### config.mk
export PLATFORM = sky130hd
export DESIGN_NAME = differential_stepper_drive_sequencer
export DESIGN_NICKNAME = d
export VERILOG_FILES = /design/src/hdl/dsds_pkg.sv /design/src/hdl/dsds_core.sv /design/src/hdl/differential_stepper_drive_sequencer.sv
export SDC_FILE = /design/constraint.sdc
export NUM_CORES = 1
export LEC_CHECK = 0
export ABC_CLOCK_PERIOD_IN_PS = 4500
export BUFFER_PORTS_ARGS = -buffer_cell sky130_fd_sc_hd__buf_2
export CAP_MARGIN = 40
export CORE_MARGIN = 8
export CORE_UTILIZATION = 43
export DETAILED_ROUTE_END_ITERATION = 10
export PLACE_DENSITY_LB_ADDON = 0.3
export SLEW_MARGIN = 15
export SYNTH_ARGS = -nofsm -noshare
export SYNTH_HDL_FRONTEND = slang
export SYNTH_SLANG_ARGS = --single-unit
export TNS_END_PERCENT = 5
### constraint.sdc
create_clock -name aclk -period 4.5 [get_ports aclk]
set_input_delay 0.675 -clock aclk [delete_from_list [all_inputs] [get_ports aclk]]
set_output_delay 0.675 -clock aclk [all_outputs]
set_load 0.02 [all_outputs]
### src/hdl/dsds_pkg.sv
`default_nettype none
package dsds_pkg;

    localparam int unsigned ACTION_W    = 2;
    localparam int unsigned DIST_W      = 16;
    localparam int unsigned STEPS_W     = 16;
    localparam int unsigned PHASE_W     = 3;
    localparam int unsigned COIL_W      = 8;
    localparam int unsigned POS_W       = 32;
    localparam int unsigned HEADING_W   = 2;

    localparam logic [STEPS_W-1:0] TURN_STEPS_RESET = STEPS_W'(2200 / 2);

    localparam logic [ACTION_W-1:0] ACT_TICK  = 2'd0;
    localparam logic [ACTION_W-1:0] ACT_FWD   = 2'd1;
    localparam logic [ACTION_W-1:0] ACT_LEFT  = 2'd2;
    localparam logic [ACTION_W-1:0] ACT_RIGHT = 2'd3;

    typedef enum logic [1:0] {
        MODE_IDLE  = 2'd0,
        MODE_FWD   = 2'd1,
        MODE_LEFT  = 2'd2,
        MODE_RIGHT = 2'd3
    } mode_t;

    typedef enum logic [HEADING_W-1:0] {
        HEAD_PLUS_Y  = 2'd0,
        HEAD_PLUS_X  = 2'd1,
        HEAD_MINUS_Y = 2'd2,
        HEAD_MINUS_X = 2'd3
    } heading_t;

    typedef struct packed {
        logic [COIL_W-1:0]    coil_pattern;
        logic                 ready_pulse;
        logic                 busy_res;
        logic                 running;
        logic [POS_W-1:0]     pos_x;
        logic [POS_W-1:0]     pos_y;
        logic [HEADING_W-1:0] heading;
    } result_t;

    function automatic logic [3:0] half_step(input logic [PHASE_W-1:0] phase);
        logic [3:0] pat;
        unique case (phase)
            3'd0: pat = 4'b0001;
            3'd1: pat = 4'b0011;
            3'd2: pat = 4'b0010;
            3'd3: pat = 4'b0110;
            3'd4: pat = 4'b0100;
            3'd5: pat = 4'b1100;
            3'd6: pat = 4'b1000;
            default: pat = 4'b1001;
        endcase
        return pat;
    endfunction

endpackage
`default_nettype wire

### src/hdl/dsds_core.sv
`default_nettype none
module dsds_core (
    input  wire logic                          aclk,
    input  wire logic                          aresetn,
    input  wire logic                          step_en,
    input  wire logic [dsds_pkg::ACTION_W-1:0] action,
    input  wire logic [dsds_pkg::DIST_W-1:0]   distance,
    input  wire logic                          switch_pressed,
    input  wire logic [dsds_pkg::STEPS_W-1:0]  turn_step_count,
    output dsds_pkg::result_t                  result
);
    import dsds_pkg::*;

    logic                 run_reg, run_next;
    mode_t                mode_reg, mode_next;
    logic [STEPS_W-1:0]   steps_reg, steps_next;
    logic [PHASE_W-1:0]   lphase_reg, lphase_next;
    logic [PHASE_W-1:0]   rphase_reg, rphase_next;
    logic [COIL_W-1:0]    coil_reg, coil_next;
    logic [POS_W-1:0]     x_reg, x_next;
    logic [POS_W-1:0]     y_reg, y_next;
    heading_t             heading_reg, heading_next;
    logic                 finish;
    logic                 ready_pulse;

    always_comb begin
        run_next     = run_reg;
        mode_next    = mode_reg;
        steps_next   = steps_reg;
        lphase_next  = lphase_reg;
        rphase_next  = rphase_reg;
        coil_next    = coil_reg;
        x_next       = x_reg;
        y_next       = y_reg;
        heading_next = heading_reg;
        finish       = 1'b0;
        ready_pulse  = 1'b0;

        if (!run_reg) begin
            if (switch_pressed) begin
                run_next    = 1'b1;
                ready_pulse = 1'b1;
            end
        end else if (mode_reg == MODE_IDLE) begin
            if (action != ACT_TICK) begin
                mode_next  = mode_t'(action);
                steps_next = (action == ACT_FWD) ? distance : turn_step_count;
                if (steps_next == '0) begin
                    finish = 1'b1;
                end
            end
        end else if (action == ACT_TICK) begin
            if (steps_reg != '0) begin
                coil_next  = {half_step(rphase_reg), half_step(lphase_reg)};
                steps_next = steps_reg - 1'b1;
                unique case (mode_reg)
                    MODE_FWD: begin
                        lphase_next = lphase_reg - 1'b1;
                        rphase_next = rphase_reg + 1'b1;
                        unique case (heading_reg)
                            HEAD_PLUS_Y:  y_next = y_reg + 1'b1;
                            HEAD_PLUS_X:  x_next = x_reg + 1'b1;
                            HEAD_MINUS_Y: y_next = y_reg - 1'b1;
                            default:      x_next = x_reg - 1'b1;
                        endcase
                    end
                    MODE_LEFT: begin
                        lphase_next = lphase_reg - 1'b1;
                        rphase_next = rphase_reg - 1'b1;
                    end
                    default: begin
                        lphase_next = lphase_reg + 1'b1;
                        rphase_next = rphase_reg + 1'b1;
                    end
                endcase
            end
            if (switch_pressed) begin
                run_next = 1'b0;
            end
            if (steps_next == '0 || !run_next) begin
                finish = 1'b1;
            end
        end

        if (finish) begin
            ready_pulse = 1'b1;
            if (mode_next == MODE_LEFT) begin
                heading_next = heading_t'(heading_reg - 1'b1);
            end else if (mode_next == MODE_RIGHT) begin
                heading_next = heading_t'(heading_reg + 1'b1);
            end
            mode_next  = MODE_IDLE;
            steps_next = '0;
        end
    end

    always_comb begin
        result.coil_pattern = coil_next;
        result.ready_pulse  = ready_pulse;
        result.busy_res     = (mode_next != MODE_IDLE);
        result.running      = run_next;
        result.pos_x        = x_next;
        result.pos_y        = y_next;
        result.heading      = heading_next;
    end

    always_ff @(posedge aclk) begin
        if (!aresetn) begin
            run_reg     <= 1'b0;
            mode_reg    <= MODE_IDLE;
            steps_reg   <= '0;
            lphase_reg  <= '0;
            rphase_reg  <= '0;
            coil_reg    <= '0;
            x_reg       <= '0;
            y_reg       <= '0;
            heading_reg <= HEAD_PLUS_Y;
        end else if (step_en) begin
            run_reg     <= run_next;
            mode_reg    <= mode_next;
            steps_reg   <= steps_next;
            lphase_reg  <= lphase_next;
            rphase_reg  <= rphase_next;
            coil_reg    <= coil_next;
            x_reg       <= x_next;
            y_reg       <= y_next;
            heading_reg <= heading_next;
        end
    end

endmodule
`default_nettype wire

### src/hdl/differential_stepper_drive_sequencer.sv
`default_nettype none
// Half-step sequencer for a two-motor differential drive. A switch press
// arms the drive; while armed and idle it takes forward (s_distance half
// steps), turn-left and turn-right commands, and each later tick transfer
// makes one half step, updating coils and, going forward, x/y position;
// heading changes as a turn ends. Every input transfer yields exactly one
// result transfer. The block takes one item per cycle while m_ready is
// high: an input register feeds the step logic, which updates the drive
// state and loads the result register, and the input side keeps accepting
// while a result waits as long as the result register is freed in the
// same cycle. The turn length register (reset 1100) is written over the
// cfg port, which is always ready; write it only while the drive is idle.
module differential_stepper_drive_sequencer (
    input  wire logic                             aclk,
    input  wire logic                             aresetn,

    input  wire logic                             s_valid,
    output      logic                             s_ready,
    input  wire logic [dsds_pkg::ACTION_W-1:0]    s_action,
    input  wire logic [dsds_pkg::DIST_W-1:0]      s_distance,
    input  wire logic                             s_switch_pressed,

    output      logic                             m_valid,
    input  wire logic                             m_ready,
    output      logic [dsds_pkg::COIL_W-1:0]      m_coil_pattern,
    output      logic                             m_ready_pulse,
    output      logic                             m_busy_res,
    output      logic                             m_running,
    output      logic signed [dsds_pkg::POS_W-1:0] m_pos_x,
    output      logic signed [dsds_pkg::POS_W-1:0] m_pos_y,
    output      logic [dsds_pkg::HEADING_W-1:0]   m_heading,

    input  wire logic                             cfg_valid,
    output      logic                             cfg_ready,
    input  wire logic [dsds_pkg::STEPS_W-1:0]     cfg_data
);
    import dsds_pkg::*;

    logic                 in_valid_reg;
    logic [ACTION_W-1:0]  action_reg;
    logic [DIST_W-1:0]    distance_reg;
    logic                 switch_reg;
    logic                 out_valid_reg;
    result_t              result_reg;
    result_t              result_next;
    logic [STEPS_W-1:0]   turn_steps_reg;
    logic                 advance;

    assign advance   = in_valid_reg && (!out_valid_reg || m_ready);
    assign s_ready   = !in_valid_reg || advance;
    assign cfg_ready = 1'b1;

    always_ff @(posedge aclk) begin
        if (!aresetn) begin
            turn_steps_reg <= TURN_STEPS_RESET;
        end else if (cfg_valid) begin
            turn_steps_reg <= cfg_data;
        end
    end

    always_ff @(posedge aclk) begin
        if (!aresetn) begin
            in_valid_reg <= 1'b0;
        end else if (s_ready) begin
            in_valid_reg <= s_valid;
        end
    end

    always_ff @(posedge aclk) begin
        if (s_valid && s_ready) begin
            action_reg   <= s_action;
            distance_reg <= s_distance;
            switch_reg   <= s_switch_pressed;
        end
    end

    dsds_core u_core (
        .aclk            (aclk),
        .aresetn         (aresetn),
        .step_en         (advance),
        .action          (action_reg),
        .distance        (distance_reg),
        .switch_pressed  (switch_reg),
        .turn_step_count (turn_steps_reg),
        .result          (result_next)
    );

    always_ff @(posedge aclk) begin
        if (!aresetn) begin
            out_valid_reg <= 1'b0;
        end else if (advance) begin
            out_valid_reg <= 1'b1;
        end else if (m_ready) begin
            out_valid_reg <= 1'b0;
        end
    end

    always_ff @(posedge aclk) begin
        if (advance) begin
            result_reg <= result_next;
        end
    end

    assign m_valid        = out_valid_reg;
    assign m_coil_pattern = result_reg.coil_pattern;
    assign m_ready_pulse  = result_reg.ready_pulse;
    assign m_busy_res     = result_reg.busy_res;
    assign m_running      = result_reg.running;
    assign m_pos_x        = signed'(result_reg.pos_x);
    assign m_pos_y        = signed'(result_reg.pos_y);
    assign m_heading      = result_reg.heading;

endmodule
`default_nettype wire
==> impl_metrics.env, run 1 <==
export IMPL_ios=120
export IMPL_syn_inst=1343
export IMPL_synthTopCellsByArea="edfxtp_1, dfxtp_1, ha_1"
export IMPL_power_mw=4.37
export IMPL_ctsHoldBuffers=0
export IMPL_placed_cell_area_um2=13100
export IMPL_overflow=0
export IMPL_n_antenna_cell=0
export IMPL_path_clk_slew_ps=60
export IMPL_synth_warnings=0
export IMPL_fin_nets=1566
export IMPL_synth_edf_count=96
export IMPL_yosysSeqAreaShare=0.431
export IMPL_place_congestion=0.901
export IMPL_drive_above_1_share=0.140
export IMPL_criticalPathCategory="reg2reg"
export IMPL_worst_path_max_fanout=11
export IMPL_synth_distinct_cells=73
export IMPL_grtUsageTotal=0.167
export IMPL_final_cell_mix="nand2_1, o21ai_0, nor2_1"
export IMPL_totalWireLength_um=28900
export IMPL_row_count=61
export IMPL_yosysTopAreaCellShare=0.238
export IMPL_fillers=2644
export IMPL_cp_end_kind="flip-flop"
export IMPL_area_growth_pct=14.4
export IMPL_fin_skew_ps=18.7
export IMPL_tns_ps=0
export IMPL_syn_avg_cell_area_um2=9.03
export IMPL_post_cts_buffers=0
export IMPL_first_pass_iters=7
export IMPL_dieArea_um2=33800
export IMPL_ant_nets=0
export IMPL_chipWidth_um=184
export IMPL_detailroute_via_count=9872
export IMPL_drv_slew=0
export IMPL_worstPathArrival_ps=4410
export IMPL_antenna_found_initial=0
export IMPL_drv_cap=0
export IMPL_hold_path_class="in2reg"
export IMPL_power_per_cell_area_nw_per_um2=315
export IMPL_worstSetupStartpointType="flip-flop"
export IMPL_required_ps=4770
export IMPL_grt_pass1_vias=9607
export IMPL_synth_area_leader_cell="edfxtp_1"
export IMPL_port_buffers=118
export IMPL_routedWlPerCell_um=15.7
export IMPL_initial_utilization=0.437
export IMPL_ys_flop_type="dfxtp_1"
export IMPL_slew_headroom=0.450
export IMPL_cts_root_buf="clkbuf_16"
export IMPL_clock_latency_ps=530
export IMPL_power_leakage_nw=5.81
export IMPL_status="finished, final reports clean"
export IMPL_ir_drop_mv=0.300
export IMPL_rsz0062_at_grt="no"
export IMPL_synthesis_area_um2=12100
export IMPL_cts_tree="built"
export IMPL_setup_violations_final=0
export IMPL_postLayoutCellArea_um2=13900
export IMPL_synth_async_reset_ratio=0
export IMPL_period_minus_slack_ps=4130
export IMPL_worst_pin_slew_ps=818
export IMPL_cts_sinks=213
export IMPL_fmax_mhz=242
export IMPL_ys_seq_elements=213
export IMPL_dr_first_iter_drc_count=577
export IMPL_htree_levels=1
export IMPL_grt_first_pass_wirelength_um=47600
export IMPL_finalCritPeriodShare=0.918
export IMPL_final_hold_violation_count=0
export IMPL_grt_max_degree=60
export IMPL_via_per_inst=5.37
export IMPL_hpwl_um=20900
export IMPL_cts_buffer_depth=3
export IMPL_cts_buffers=24
export IMPL_drcViolationCount=0
export IMPL_die_height_um=184
export IMPL_core_area_um2=27800
export IMPL_whs_ps=330
export IMPL_syn_nets=1464
export IMPL_final_common_cell="nand2_1"
-- power by group --
| part | internal [mW] | total, mW | switching, mW |
|---|---|---|---|
| Combinational | 0.115 | 0.313 | 0.199 |
| Clock | 1.17 | 1.96 | 0.786 |
| Sequential | 2.07 | 2.10 | 0.0290 |
-- metrics by stage --
stage | util | cells | setup slack (ps)
floorplan | - | 1343 | 373
global placement | 0.470 | 1795 | 382
detailed placement | 0.471 | 1797 | 256
CTS | 0.500 | 1840 | 249
global route | 0.500 | 1840 | 80.5
finish | 0.500 | 1840 | 367
-- cells in the mapped netlist, drive strengths merged (3+ instances only) --
| master | n |
|---|---|
| a211oi | 19 |
| a21o | 37 |
| a21oi | 111 |
| a22oi | 7 |
| a31oi | 12 |
| and2 | 18 |
| and3 | 8 |
| buf | 26 |
| clkbuf | 37 |
| dfxtp | 117 |
| edfxtp | 96 |
| ha | 79 |
| inv | 34 |
| mux2 | 13 |
| mux2i | 30 |
| nand2 | 183 |
| nand2b | 17 |
| nand3 | 22 |
| nand3b | 3 |
| nand4 | 10 |
| nor2 | 122 |
| nor2b | 5 |
| nor3 | 26 |
| nor4 | 11 |
| o211ai | 4 |
| o21a | 8 |
| o21ai | 129 |
| o21bai | 10 |
| o22ai | 8 |
| o2bb2ai | 5 |
| o31a | 6 |
| o31ai | 7 |
| or2 | 5 |
| or3 | 13 |
| or4 | 4 |
| xnor2 | 41 |
| xor2 | 28 |
-- routing by layer --
layer  up-vias  global-route usage  share of wire
met2       245               0.282           0.45
li1       5042                   -              -
met5         -                   0              0
met3        51              0.0336          0.059
met4         0              0.0500          0.029
met1      4534               0.214           0.46
-- worst max-delay path: stages (launching register included) --
cell,delay [ps]
dfxtp_1,330
inv_1,120
ha_2,370
buf_4,220
ha_1,290
o21a_1,210
o31a_1,140
o31a_1,270
o41a_1,400
a21o_1,230
o31ai_2,330
o21ai_1,200
a221oi_1,490
xor2_1,180
o21ai_0,80
-- cell families (layout without fill, tap and decap cells) --
kind of cell	Yosys count	in the layout	synth area share
buffers and inverters	97	216	0.0344
and+or+nand+nor	451	451	0.169
DFF	213	213	0.431
adders and majority gates	81	81	0.0848
muxes	43	43	0.0368
AOI/OAI and AO/OA	388	388	0.194
xor gates and xnor gates	69	69	0.0498
other	1	1	0.000309
-- timing repair --
| item | 4_1_cts | 5_1_grt |
|---|---|---|
| gates resized for setup | 0 | 1 |
| endpoints found under the setup margin | 0 | 1 |
| endpoints found under the hold margin | 0 | 0 |
-- area by class of cell --
| class | count | area (um^2) | share of cell area |
|---|---|---|---|
| multi-input cells | 1033 | 6490 | 0.468 |
| flip-flops and latches | 213 | 5230 | 0.376 |
| repair buffers | 139 | 781 | 0.0562 |
| clock buffers | 32 | 641 | 0.0461 |
| well taps | 378 | 473 | 0.0341 |
| clock inverters | 11 | 143 | 0.0103 |
| inverters | 34 | 130 | 0.00937 |
-- worst paths after layout --
path | endpoint | slack (ps) | from | cells past startpoint
worst min register to register | u_core.coil_reg[1]$_SDFFE_PN0P_ | 460 | u_core.coil_reg[1]$_SDFFE_PN0P_ | 2
worst max register to register | m_pos_y[30]$_DFFE_PP_ | 370 | u_core.heading_reg[0]$_SDFFE_PN0P_ | 14
worst min-delay path | distance_reg[1]$_DFFE_PP_ | 330 | s_distance[1] | 1
worst max-delay path | m_pos_y[30]$_DFFE_PP_ | 370 | u_core.heading_reg[0]$_SDFFE_PN0P_ | 14
(Power assumes the default switching activity.)
==> run 2: changes to the inputs <==
Settings changed: PLACE_DENSITY_LB_ADDON 0.3 to 0.2.
==> run 2 against run 1 <==
Via count shrank 0.43%. Global-route usage grew 0.28 points. Die area is the same. Critical path depth shrank 1. Clock-buffer cell count grew 1. Power grew 2.6%. Wire length grew 1.5%. Fmax shrank 2.0%. First-iteration DRC count grew 22%. Worst setup slack lost 82 ps. Sequential power is essentially flat. Cell count is essentially flat. Largest power group unchanged.
==> impl_metrics.env, run 2 (synthesized netlist as in run 1, its figures left out) <==
export IMPL_ctsHoldBuffers=0
export IMPL_final_seq_area_um2=5230
export IMPL_finalNonFillerCells=1841
export IMPL_drv_cap=0
export IMPL_detailroute_via_count=9830
export IMPL_grt_pass1_vias=9478
export IMPL_cp_slowest_cell="ha_1"
export IMPL_status="finished, final reports clean"
export IMPL_finalCritPeriodShare=0.937
export IMPL_path_delay_family="compound AO/OA/AOI/OAI gates"
export IMPL_setup_violations_final=0
export IMPL_overflow=0
export IMPL_pwr_share_clk=0.463
export IMPL_slew_headroom=0.432
export IMPL_crit_path_cell_trace="inv_1 > ha_1 > ha_1 > nor2b_1 > o31a_1 > o31a_1 > o41a_1 > a21o_1 > o31ai_2 > o21ai_1 > a221oi_1 > xor2_1 > o21ai_0"
export IMPL_cts_tree="built"
export IMPL_postLayoutCellArea_um2=13900
export IMPL_core_area_um2=27800
export IMPL_worstPathArrival_ps=4480
export IMPL_grt_first_pass_wirelength_um=47900
export IMPL_worst_slack_ps=285
export IMPL_antenna_found_initial=0
export IMPL_drive_above_1_share=0.141
export IMPL_pwr_share_comb=0.069
export IMPL_period_minus_slack_ps=4220
export IMPL_switchingPower_mw=1.03
export IMPL_port_buffers=118
export IMPL_clock_latency_ps=520
export IMPL_chipWidth_um=184
export IMPL_cts_resized=0
export IMPL_crit_path_max_incr_delay_ps=510
export IMPL_worst_pin_slew_ps=850
export IMPL_required_ps=4760
export IMPL_tns_ps=0
export IMPL_cp_end_kind="flip-flop"
export IMPL_drv_slew=0
export IMPL_cts_root_buf="clkbuf_16"
export IMPL_fmax_mhz=237
export IMPL_dieArea_um2=33800
export IMPL_placed_cell_area_um2=13100
export IMPL_routedWlPerCell_um=15.9
export IMPL_criticalPathCategory="reg2reg"
export IMPL_fillers=2649
export IMPL_worst_path_max_fanout=12
export IMPL_n_antenna_cell=0
export IMPL_fin_skew_ps=10.6
export IMPL_path_clk_slew_ps=60
export IMPL_worst_path_buf_inv=1
export IMPL_grt_max_degree=61
export IMPL_whs_ps=327
export IMPL_place_congestion=0.910
export IMPL_grtUsageTotal=0.170
export IMPL_cts_buffer_depth=3
export IMPL_multi_input_area_um2=6500
export IMPL_worstSetupStartpointType="flip-flop"
export IMPL_final_common_cell="nand2_1"
export IMPL_totalWireLength_um=29300
export IMPL_initial_utilization=0.437
export IMPL_area_growth_pct=14.7
export IMPL_power_per_cell_area_nw_per_um2=322
export IMPL_dp_slack_ps=298
export IMPL_sw_frac_of_total=0.230
export IMPL_drcViolationCount=0
export IMPL_die_height_um=184
export IMPL_hold_path_class="in2reg"
export IMPL_ant_nets=0
export IMPL_rsz0062_at_grt="no"
export IMPL_cts_buffers=25
export IMPL_cts_sinks=213
export IMPL_p_int_mw=3.45
export IMPL_power_leakage_nw=5.82
export IMPL_fin_nets=1566
export IMPL_ir_drop_mv=0.322
export IMPL_final_cell_mix="nand2_1, o21ai_0, nor2_1"
export IMPL_hpwl_um=21000
export IMPL_post_cts_buffers=0
export IMPL_seq_power_share=0.468
export IMPL_via_per_inst=5.34
export IMPL_dp_cells=1795
export IMPL_first_pass_iters=5
export IMPL_final_hold_violation_count=0
export IMPL_ios=120
export IMPL_row_count=61
export IMPL_dr_first_iter_drc_count=704
export IMPL_htree_levels=1
[run 2: cell type report]
cell class	count	area share
multi-input cells	1033	0.467
flip-flops and latches	213	0.375
repair buffers	138	0.0540
clock buffers	33	0.0508
well taps	378	0.0340
clock inverters	12	0.00980
inverters	34	0.00935
[run 2: power by group through the flow]
| stage | clock network, mW | registers (mW) | logic [mW] |
|---|---|---|---|
| floorplan | 0 | 2.16 | 0.187 |
| global placement | 0 | 2.14 | 0.310 |
| detailed placement | 0 | 2.14 | 0.311 |
| CTS | 2.13 | 2.10 | 0.312 |
| global route | 2.19 | 2.10 | 0.345 |
| finish | 2.08 | 2.10 | 0.311 |
[run 2: metrics by stage]
step                 util  power [mW]
detailed placement  0.470        2.45
global placement    0.470        2.45
finish              0.501        4.48
CTS                 0.500        4.54
global route        0.501        4.64
floorplan               -        2.35
[run 2: layer usage]
layer | GRT usage | routed length, um | part of all wire
met1 | 0.223 | 13800 | 0.47
met4 | 0.0503 | 705 | 0.024
met5 | 0 | 0 | 0
met3 | 0.0348 | 1680 | 0.057
met2 | 0.280 | 13200 | 0.45
[run 2: final timing paths]
kind,from,endpoint,cells past startpoint,slack (ps)
worst max-delay path,u_core.heading_reg[0]$_SDFFE_PN0P_,m_pos_y[30]$_DFFE_PP_,13,280
worst min register to register,u_core.coil_reg[5]$_SDFFE_PN0P_,u_core.coil_reg[5]$_SDFFE_PN0P_,2,460
worst min-delay path,s_distance[3],distance_reg[3]$_DFFE_PP_,1,330
worst max register to register,u_core.heading_reg[0]$_SDFFE_PN0P_,m_pos_y[30]$_DFFE_PP_,13,280
==> run 3: changes to the inputs <==
Settings changed: ABC_AREA from default to 1.
==> run 3 against run 2 <==
Non-clock buffer count down 8. Via count up 21%. Register-to-register slack better by 630 ps. Wire length up 21%. Highest routed layer unchanged.
==> impl_metrics.env, run 3 <==
export IMPL_syn_inst=1791
export IMPL_rsz0062_at_grt="no"
export IMPL_setup_violations_final=0
export IMPL_cts_tree="built"
export IMPL_r2r_start="u_core.heading_reg[0]$_SDFFE_PN0P_"
export IMPL_synth_edf_count=96
export IMPL_cp_slowest_cell="ha_1"
export IMPL_synth_common_cells="nand2_1, inv_1, o21ai_0, nor2_1, a21oi_1"
export IMPL_worst_slack_ps=913
export IMPL_slew_headroom=0.425
export IMPL_crit_path_cell_trace="inv_1 > ha_1 > buf_4 > ha_1 > nand2_1 > nor2_1 > inv_1 > nor3_1 > nand3_1 > nand3_1 > a21oi_1 > or2_2 > nand3_1 > nand2_1"
export IMPL_dp_cells=2259
export IMPL_finalCritPeriodShare=0.797
export IMPL_fin_skew_ps=16.8
export IMPL_detailroute_via_count=11900
export IMPL_synth_most_common_cell="nand2_1"
export IMPL_ys_flop_type="dfxtp_1"
export IMPL_synthTopCellsByArea="edfxtp_1, dfxtp_1, nand2_1"
export IMPL_ir_drop_mv=0.261
export IMPL_final_cell_mix="nand2_1, inv_1, o21ai_0"
export IMPL_place_congestion=0.929
export IMPL_period_minus_slack_ps=3590
export IMPL_worst_path_max_fanout=18
export IMPL_grt_max_degree=114
export IMPL_wl_met2_um=16400
export IMPL_drt_met1_wl_um=16500
export IMPL_criticalPathCategory="reg2reg"
export IMPL_path_clk_slew_ps=60
export IMPL_synth_distinct_cells=50
export IMPL_syn_nets=1912
export IMPL_worstSetupStartpointType="flip-flop"
export IMPL_top_layer="met4"
export IMPL_fin_nets=2013
export IMPL_die_height_um=191
export IMPL_cts_sinks=213
export IMPL_r2r_cells=14
export IMPL_yosysTopAreaCellShare=0.218
export IMPL_p_int_mw=3.80
export IMPL_ios=120
export IMPL_power_per_cell_area_nw_per_um2=367
export IMPL_totalWireLength_um=35500
export IMPL_chipWidth_um=191
export IMPL_grt_pass1_vias=11400
export IMPL_row_count=64
export IMPL_cp_end_kind="flip-flop"
export IMPL_first_pass_iters=5
export IMPL_min_path_cells=1
export IMPL_pwr_share_clk=0.375
export IMPL_overflow=0
export IMPL_synth_async_reset_ratio=0
export IMPL_ys_seq_elements=213
export IMPL_n_antenna_cell=0
export IMPL_synth_warnings=0
export IMPL_required_ps=4770
export IMPL_htree_levels=1
export IMPL_drv_slew=0
export IMPL_core_area_um2=30400
export IMPL_power_mw=5.52
export IMPL_cts_buffers=26
export IMPL_hold_start="s_distance[5]"
export IMPL_dr_first_iter_drc_count=733
export IMPL_path_delay_family="simple AND/OR/NAND/NOR gates"
export IMPL_grt_first_pass_wirelength_um=57700
export IMPL_port_buffers=118
export IMPL_reg2reg_to="m_pos_y[28]$_DFFE_PP_"
export IMPL_routedWlPerCell_um=15.4
export IMPL_clock_latency_ps=530
export IMPL_pwr_share_comb=0.225
export IMPL_drive_above_1_share=0.118
export IMPL_met3_length_um=1690
export IMPL_sw_frac_of_total=0.311
export IMPL_grtUsageTotal=0.190
export IMPL_via_per_inst=5.16
export IMPL_whs_ps=320
export IMPL_post_cts_buffers=0
export IMPL_crit_path_max_incr_delay_ps=730
export IMPL_tns_ps=0
export IMPL_hpwl_um=26100
export IMPL_ant_nets=0
export IMPL_hold_end="distance_reg[5]$_DFFE_PP_"
export IMPL_power_leakage_nw=7.18
export IMPL_reg2reg_slack_ps=910
export IMPL_switchingPower_mw=1.72
export IMPL_dieArea_um2=36600
export IMPL_yosysSeqAreaShare=0.395
export IMPL_drcViolationCount=0
export IMPL_syn_avg_cell_area_um2=7.39
export IMPL_status="finished, final reports clean"
export IMPL_antenna_found_initial=0
export IMPL_finalNonFillerCells=2308
export IMPL_seq_power_share=0.400
export IMPL_cts_root_buf="clkbuf_16"
export IMPL_dp_slack_ps=960
export IMPL_initial_utilization=0.435
export IMPL_cts_buffer_depth=3
export IMPL_final_hold_violation_count=0
export IMPL_synth_area_leader_cell="edfxtp_1"
export IMPL_ctsHoldBuffers=0
export IMPL_worstPathArrival_ps=3860
export IMPL_fillers=3020
export IMPL_synthesis_area_um2=13200
export IMPL_area_growth_pct=13.6
export IMPL_drv_cap=0
export IMPL_cp_common_cell="nand3_1"
export IMPL_worst_path_buf_inv=3
export IMPL_fmax_mhz=279
export IMPL_hold_path_class="in2reg"
export IMPL_final_common_cell="nand2_1"
export IMPL_worst_pin_slew_ps=863
export IMPL_cts_resized=0
## run 3: power groups by stage
stage | sequential, mW | clock (mW) | combinational, mW
2_1_floorplan | 2.28 | 0 | 0.878
3_3_place_gp | 2.25 | 0 | 1.22
3_5_place_dp | 2.25 | 0 | 1.23
4_1_cts | 2.21 | 2.13 | 1.24
5_1_grt | 2.22 | 2.19 | 1.41
6_report | 2.21 | 2.07 | 1.24
## run 3: cell families after synthesis
kind of cell	after synthesis	synth area share
AO/OA/AOI/OAI	444	0.177
XOR/XNOR	31	0.0211
adder cells (fa/ha/maj)	81	0.0777
buffers and inverters	285	0.0868
flip-flops	213	0.395
multiplexers	10	0.00757
other	1	0.000283
AND/OR/NAND/NOR	726	0.234
## run 3: stage by stage
step                      cell area, um^2  utilization
final                               15000        0.494
after global placement              14100        0.464
after global routing                15000        0.494
after floorplan                     13200            -
after detailed placement            14100        0.465
after CTS                           15000        0.493
## run 3: layout make-up
cell class              count  area [um^2]  area share
well taps                 396          495      0.0330
inverters                 228          861      0.0573
repair buffers            130          733      0.0488
multi-input cells        1293         6860       0.456
clock buffers              33          718      0.0478
clock inverters            15          134     0.00891
flip-flops and latches    213         5230       0.348
## run 3: worst max-delay path by stage
stage / depth (start not counted) / start / slack (ps) / end
after floorplan: 6 / m_ready / 450 / m_busy_res$_DFFE_PP_
after global placement: 14 / u_core.heading_reg[0]$_SDFFE_PN0P_ / 980 / m_pos_y[28]$_DFFE_PP_
after detailed placement: 14 / u_core.heading_reg[0]$_SDFFE_PN0P_ / 960 / m_pos_y[28]$_DFFE_PP_
after CTS: 14 / u_core.heading_reg[0]$_SDFFE_PN0P_ / 950 / m_pos_y[28]$_DFFE_PP_
after global routing: 14 / u_core.heading_reg[0]$_SDFFE_PN0P_ / 650 / m_pos_y[28]$_DFFE_PP_
final: 14 / u_core.heading_reg[0]$_SDFFE_PN0P_ / 910 / m_pos_y[28]$_DFFE_PP_
## run 3: per-layer routing
| layer | up-vias | GRT usage |
|---|---|---|
| li1 | 6178 | - |
| met1 | 5425 | 0.245 |
| met2 | 261 | 0.324 |
| met3 | 52 | 0.0306 |
| met4 | 0 | 0.0521 |
| met5 | - | 0 |
